<file path="config.mk">
export PLATFORM = sky130hd
export DESIGN_NAME = imu_serial_frame_parser
export DESIGN_NICKNAME = d
export VERILOG_FILES = /design/src/hdl/imu_sfp_pkg.sv /design/src/hdl/imu_serial_frame_parser.sv /design/src/hdl/imu_sfp_parse.sv
export SDC_FILE = /design/constraint.sdc
export NUM_CORES = 1
export LEC_CHECK = 0
export ABC_AREA = 0
export ABC_CLOCK_PERIOD_IN_PS = 5200
export CAP_MARGIN = 30
export CORE_MARGIN = 3
export CORE_UTILIZATION = 30
export DETAILED_ROUTE_END_ITERATION = 10
export DONT_BUFFER_PORTS = 1
export HOLD_SLACK_MARGIN = 0.02
export SLEW_MARGIN = 20
export SYNTH_ARGS = -nofsm -noshare
export SYNTH_HDL_FRONTEND = slang
export SYNTH_SLANG_ARGS = --single-unit
</file>
<file path="constraint.sdc">
create_clock -name clk -period 5.2 [get_ports clk]
set_input_delay 0.52 -clock clk [delete_from_list [all_inputs] [get_ports clk]]
set_output_delay 0.52 -clock clk [all_outputs]
set_load 0.05 [all_outputs]
</file>
<file path="src/hdl/imu_sfp_pkg.sv">
// Shared constants, codes and the result word type for the IMU serial frame parser.
// No dependencies; every other file of the block imports this package.
`default_nettype none

package imu_sfp_pkg;

  localparam logic [7:0] HDR_BYTE   = 8'h55;
  localparam logic [7:0] TYPE_ANGLE = 8'h53;
  localparam logic [7:0] TYPE_ACCEL = 8'h51;
  localparam logic [7:0] TYPE_GYRO  = 8'h52;
  localparam logic [7:0] TYPE_QUAT  = 8'h59;

  // bytes 0..9 are summed, byte 10 carries the checksum
  localparam logic [3:0] SUM_LEN = 4'd10;

  localparam logic [1:0] PH_IDLE = 2'd0;
  localparam logic [1:0] PH_TYPE = 2'd1;
  localparam logic [1:0] PH_BODY = 2'd2;

  localparam logic [1:0] KIND_ANGLE = 2'd0;
  localparam logic [1:0] KIND_ACCEL = 2'd1;
  localparam logic [1:0] KIND_GYRO  = 2'd2;
  localparam logic [1:0] KIND_QUAT  = 2'd3;

  typedef struct packed {
    logic        [1:0]  kind;
    logic signed [15:0] val_a;
    logic signed [15:0] val_b;
    logic signed [15:0] val_c;
    logic signed [15:0] val_d;
  } frame_res_t;

endpackage

`default_nettype wire

</file>
<file path="src/hdl/imu_serial_frame_parser.sv">
// Top level of the IMU serial frame parser: byte input register, parser, result register.
// Depends on imu_sfp_pkg and imu_sfp_parse.
`default_nettype none

// Takes one received serial byte per word on the rx channel and finds 11-byte
// sensor frames (0x55 header, type byte, eight payload bytes, 8-bit sum). Each
// good frame yields one word on the res channel: its kind and four signed
// little-endian raw counts; value_d is zero except for quaternion frames. Frames
// with a bad checksum give nothing. The block takes one byte every cycle while
// rx_stall is low; a frame's checksum byte is taken into the byte register, which
// feeds the parser, whose result goes straight into the result register.
// rx_stall rises only while a byte is held in the byte register and a result
// waits in the result register under res_stall.

module imu_serial_frame_parser (
  input  wire logic               clk,
  input  wire logic               rst,
  input  wire logic               rx_valid,
  output logic                    rx_stall,
  input  wire logic [7:0]         rx_byte,
  output logic                    res_valid,
  input  wire logic               res_stall,
  output logic [1:0]              frame_kind,
  output logic signed [15:0]      value_a,
  output logic signed [15:0]      value_b,
  output logic signed [15:0]      value_c,
  output logic signed [15:0]      value_d
);
  import imu_sfp_pkg::*;

  logic       in_vld;
  logic [7:0] in_byte;
  logic       proc_ok;
  logic       fire;
  logic       hit;
  frame_res_t res;

  assign proc_ok  = !res_valid || !res_stall;
  assign fire     = in_vld && proc_ok;
  assign rx_stall = in_vld && !proc_ok;

  always_ff @(posedge clk) begin
    if (rst) begin
      in_vld <= 1'b0;
    end else if (!rx_stall) begin
      in_vld <= rx_valid;
    end
  end

  always_ff @(posedge clk) begin
    if (rx_valid && !rx_stall) begin
      in_byte <= rx_byte;
    end
  end

  imu_sfp_parse u_parse (
    .clk     (clk),
    .rst     (rst),
    .fire    (fire),
    .byte_in (in_byte),
    .hit     (hit),
    .res     (res)
  );

  always_ff @(posedge clk) begin
    if (rst) begin
      res_valid <= 1'b0;
    end else if (proc_ok) begin
      res_valid <= fire && hit;
    end
  end

  // hold the result while it is stalled
  always_ff @(posedge clk) begin
    if (fire && hit) begin
      frame_kind <= res.kind;
      value_a    <= res.val_a;
      value_b    <= res.val_b;
      value_c    <= res.val_c;
      value_d    <= res.val_d;
    end
  end

endmodule

`default_nettype wire

</file>
<file path="src/hdl/imu_sfp_parse.sv">
// Frame parser state: phase, byte position, running checksum and payload bytes.
// Depends on imu_sfp_pkg. Advances by one byte on each cycle that fire is high.
`default_nettype none

module imu_sfp_parse (
  input  wire logic               clk,
  input  wire logic               rst,
  input  wire logic               fire,
  input  wire logic [7:0]         byte_in,
  output logic                    hit,
  output imu_sfp_pkg::frame_res_t res
);
  import imu_sfp_pkg::*;

  logic [1:0] phase, phase_next;
  logic [3:0] pos, pos_next;
  logic [1:0] kind, kind_next;
  logic [7:0] sum, sum_next;
  logic [7:0] store [8];
  logic       store_we;
  logic [2:0] store_idx;
  logic       type_ok;
  logic [1:0] type_kind;

  always_comb begin
    type_ok   = 1'b1;
    type_kind = KIND_ANGLE;
    case (byte_in)
      TYPE_ANGLE: type_kind = KIND_ANGLE;
      TYPE_ACCEL: type_kind = KIND_ACCEL;
      TYPE_GYRO:  type_kind = KIND_GYRO;
      TYPE_QUAT:  type_kind = KIND_QUAT;
      default:    type_ok   = 1'b0;
    endcase
  end

  assign store_idx = 3'(pos[2:0] - 3'd2);

  always_comb begin
    phase_next = phase;
    pos_next   = pos;
    kind_next  = kind;
    sum_next   = sum;
    store_we   = 1'b0;
    hit        = 1'b0;
    case (phase)
      PH_TYPE: begin
        if (type_ok) begin
          phase_next = PH_BODY;
          pos_next   = 4'd2;
          kind_next  = type_kind;
          sum_next   = 8'(sum + byte_in);
        end else if (byte_in == HDR_BYTE) begin
          // unknown type byte that is itself a header: restart on it
          phase_next = PH_TYPE;
          pos_next   = 4'd1;
          kind_next  = KIND_ANGLE;
          sum_next   = HDR_BYTE;
        end else begin
          phase_next = PH_IDLE;
          pos_next   = 4'd0;
          kind_next  = KIND_ANGLE;
          sum_next   = 8'd0;
        end
      end
      PH_BODY: begin
        if (pos < SUM_LEN) begin
          store_we = 1'b1;
          sum_next = 8'(sum + byte_in);
          pos_next = 4'(pos + 4'd1);
        end else begin
          // checksum byte: emit on match, drop otherwise
          hit        = (byte_in == sum);
          phase_next = PH_IDLE;
          pos_next   = 4'd0;
          kind_next  = KIND_ANGLE;
          sum_next   = 8'd0;
        end
      end
      default: begin
        // idle, and the unused phase code
        if (byte_in == HDR_BYTE) begin
          phase_next = PH_TYPE;
          pos_next   = 4'd1;
          sum_next   = HDR_BYTE;
        end else begin
          phase_next = PH_IDLE;
          pos_next   = 4'd0;
          sum_next   = 8'd0;
        end
        kind_next = KIND_ANGLE;
      end
    endcase
  end

  always_ff @(posedge clk) begin
    if (rst) begin
      phase <= PH_IDLE;
      pos   <= 4'd0;
      kind  <= KIND_ANGLE;
      sum   <= 8'd0;
    end else if (fire) begin
      phase <= phase_next;
      pos   <= pos_next;
      kind  <= kind_next;
      sum   <= sum_next;
    end
  end

  always_ff @(posedge clk) begin
    if (fire && store_we) begin
      store[store_idx] <= byte_in;
    end
  end

  always_comb begin
    res.kind  = kind;
    res.val_a = {store[1], store[0]};
    res.val_b = {store[3], store[2]};
    res.val_c = {store[5], store[4]};
    res.val_d = (kind == KIND_QUAT) ? {store[7], store[6]} : 16'sd0;
  end

endmodule

`default_nettype wire

</file>
==> metrics.txt <==
status completed; Final setup viols 0; crit path launch in_byte[3]; Area contributors post-synth edfxtp_1, dfxtp_1, ha_1; height of the die roughly 140 um; Worst-Skew Late Latency 420 ps; capture point of the critical path value_c[6]; P per Cell Area 391 mW/mm^2; CTS sink cnt between 150 and 200; DRT Pass-1 Iters 5; Static Leak 2.14 nW; CP Data Arrival Time 3470 ps; Post-Syn Area 0.00560 sq mm; Syn Inst Count between 300 and 400; Avg Synthesized Cell Area approximately 17 sq um; EDFF count, synth 138; Final ANT Viol Nets 0; actual slew at the worst max-slew pin just under 900 ps; Synth top area share between 70% and 80%; Layout Utilization 35.5%; Tcrit/Tclk final between 60% and 70%; VDD IR-drop max 0.236 mV; Worst R2R End value_c[6]; final hold violation count 0; largest net degree at the start of global routing 39; Post-CTS Hold Fix Bufs 0; CP required 5280 ps; number of setup buffers added after CTS 0; RSZ-0062 raised after global routing no; width of the die 143 um; vias in the first global route ~2800; remaining global-route overflow 0; met2 Resource Use GR approximately 18%; CTS buffer count 17; port bufs 0; Slew Viols, Final 0; first-pass GRT wire length about 16000 um; cells on worst reg2reg path 6; Clk pin slew, worst setup/hold paths ~60 ps; highest clock rate about 0.29 GHz; post-synthesis sequential area ratio about four fifths; Synth cell types 48; register area between 0.004 and 0.005 sq mm; top-count cell post-synth edfxtp_1; Vias/cell a little under 5; initial core utilization ~31%; MaxCap Viol Count 0; via count 2846; setup TNS 0 ps; all-layer global routing usage 11.1%; highest net fanout along the worst path 38; area of the multi-input gates approximately 0.0011 sq mm; crit path launch type flip-flop; Rows 49; YS warnings 0; skew final around 9.7 ps; Synth area leader edfxtp_1; CTS root buffer clkbuf_16; GR Util met1 approximately an eighth; core area between 0.015 and 0.02 sq mm; # DRC 0; Setup Crit Path Kind reg -> reg; GRT busiest layer met2; synth-to-layout area growth 15.1%; WL per Instance between 15 and 20 um; Post-synth top flop edfxtp_1; DP HPWL approximately 7500 um; Mapped Nets ~360; DR iter-0 viols 242; reg2reg setup slack 1810 ps; ratio of cells with drive above 1 in the final layout 12.5%; WL final 11000 um; FILL cells between 1500 and 2000; CP endpoint kind flip-flop; most instantiated cells after synthesis edfxtp_1, nand2_1, a21oi_1, dfxtp_1, and3_1; asr flop ratio synth 0%; initial antenna violation count 1; gp weighted congestion 0.855; Final nets 371; clk buf depth 2; DIE AREA between 0.02 and 0.025 sq mm; post-route minimum period between 3000 and 4000 ps; r2r startpoint in_byte[3]; # resized after CTS 0; FF+latch count, synth between 150 and 200; Rel. slew slack between 40% and 50%; num ports 80; routing usage on met3 under 10%; Hold WC Path Type in -> reg; H-tree depth 4; TritonCTS clock tree done
-- sequential cells by signal (all words and copies together), names as in the netlist --
signal         count
frame_kind         2
value_b           16
u_parse.sum        8
in_byte            8
value_d           16
u_parse.pos        4
in_vld             1
value_a           16
u_parse.store     64
u_parse.kind       2
value_c           16
u_parse.phase      2
res_valid          1
-- layout make-up --
cell class,count,share of cell area [%]
sequential,156,69.8
inverter,6,0.349
clock buffer,19,6.71
multi-input combinational,160,16.3
timing repair buffer,7,0.776
tap,229,4.44
antenna,1,0.0388
clock inverter,12,1.51
-- per-layer routing --
layer  up-vias  part of all wire (%)
li1       1311                     -
met1      1408                    41
met2       111                    49
met3        14                   7.8
met4         2                   1.3
met5         -                  0.12
-- kinds of logic (layout without fill, tap and decap cells) --
group | after synthesis | in the layout | synth area share, %
buf+inv | 16 | 44 | 1.12
fa+ha+maj | 11 | 11 | 2.59
other cells | 0 | 1 | 0
simple gates | 93 | 93 | 8.91
flops | 156 | 156 | 80.4
mux | 1 | 1 | 0.201
compound gates | 52 | 52 | 6.30
xor+xnor | 3 | 3 | 0.469
-- through the flow --
| step | hold WS, ps | std cells | area [sq um] | power [mW] | setup slack, ps |
|---|---|---|---|---|---|
| 2_1_floorplan | 400 | 332 | 5600 | 1.43 | 1800 |
| 3_3_place_gp | 407 | 554 | 5890 | 1.44 | 1880 |
| 3_5_place_dp | 405 | 555 | 5900 | 1.44 | 1750 |
| 4_1_cts | 144 | 586 | 6430 | 2.55 | 1750 |
| 5_1_grt | 152 | 589 | 6450 | 2.60 | 1560 |
| 6_report | 177 | 590 | 6450 | 2.52 | 1810 |
-- worst min path at each step --
stage                                    from              end  cells after the start
after floorplan           u_parse.store[0][0]       value_a[0]                      0
after global placement    u_parse.store[5][7]      value_c[15]                      0
after detailed placement  u_parse.store[0][0]       value_a[0]                      0
after CTS                                 rst   u_parse.pos[2]                      1
after global routing                      rst  u_parse.kind[0]                      1
final                                     rst   u_parse.pos[2]                      1
-- power breakdown --
group / total (mW) / switching, mW / internal (mW)
registers: 1.38 / 0.0200 / 1.36
logic: 0.0308 / 0.0190 / 0.0118
clock network: 1.11 / 0.457 / 0.650
total: 2.52 / 0.496 / 2.03
-- critical path, stage by stage (launching register included) --
cell	delay [ps]
edfxtp_1	620
ha_1	460
nor3_1	220
nand2_1	80
or4_1	570
inv_2	620
buf_4	450
-- placed cells by master, fill, tap and decap left out, types with 2 or more instances in the layout --
| master | netlist | routed |
|---|---|---|
| and2_1 | 2 | 2 |
| inv_1 | 6 | 5 |
| dfxtp_1 | 18 | 18 |
| nand3_1 | 6 | 6 |
| and3_1 | 17 | 17 |
| clkinv_2 | 0 | 3 |
| clkinvlp_4 | 0 | 2 |
| a21oi_1 | 20 | 20 |
| o31ai_1 | 2 | 2 |
| buf_4 | 0 | 4 |
| clkbuf_1 | 7 | 2 |
| nor2b_1 | 4 | 4 |
| nor3b_1 | 3 | 3 |
| o21ai_0 | 8 | 8 |
| nor4_1 | 2 | 2 |
| xor2_1 | 2 | 2 |
| inv_6 | 0 | 2 |
| edfxtp_1 | 138 | 138 |
| a22oi_1 | 2 | 2 |
| a211oi_1 | 4 | 4 |
| nor2_1 | 12 | 12 |
| a21o_1 | 2 | 2 |
| clkbuf_4 | 0 | 2 |
| ha_1 | 10 | 10 |
| nand2_1 | 28 | 28 |
| o211ai_1 | 4 | 4 |
| nor3_1 | 6 | 6 |
| clkinv_1 | 0 | 3 |
| clkbuf_16 | 0 | 17 |
| nor4b_2 | 0 | 3 |
(Power assumes the default switching activity.)
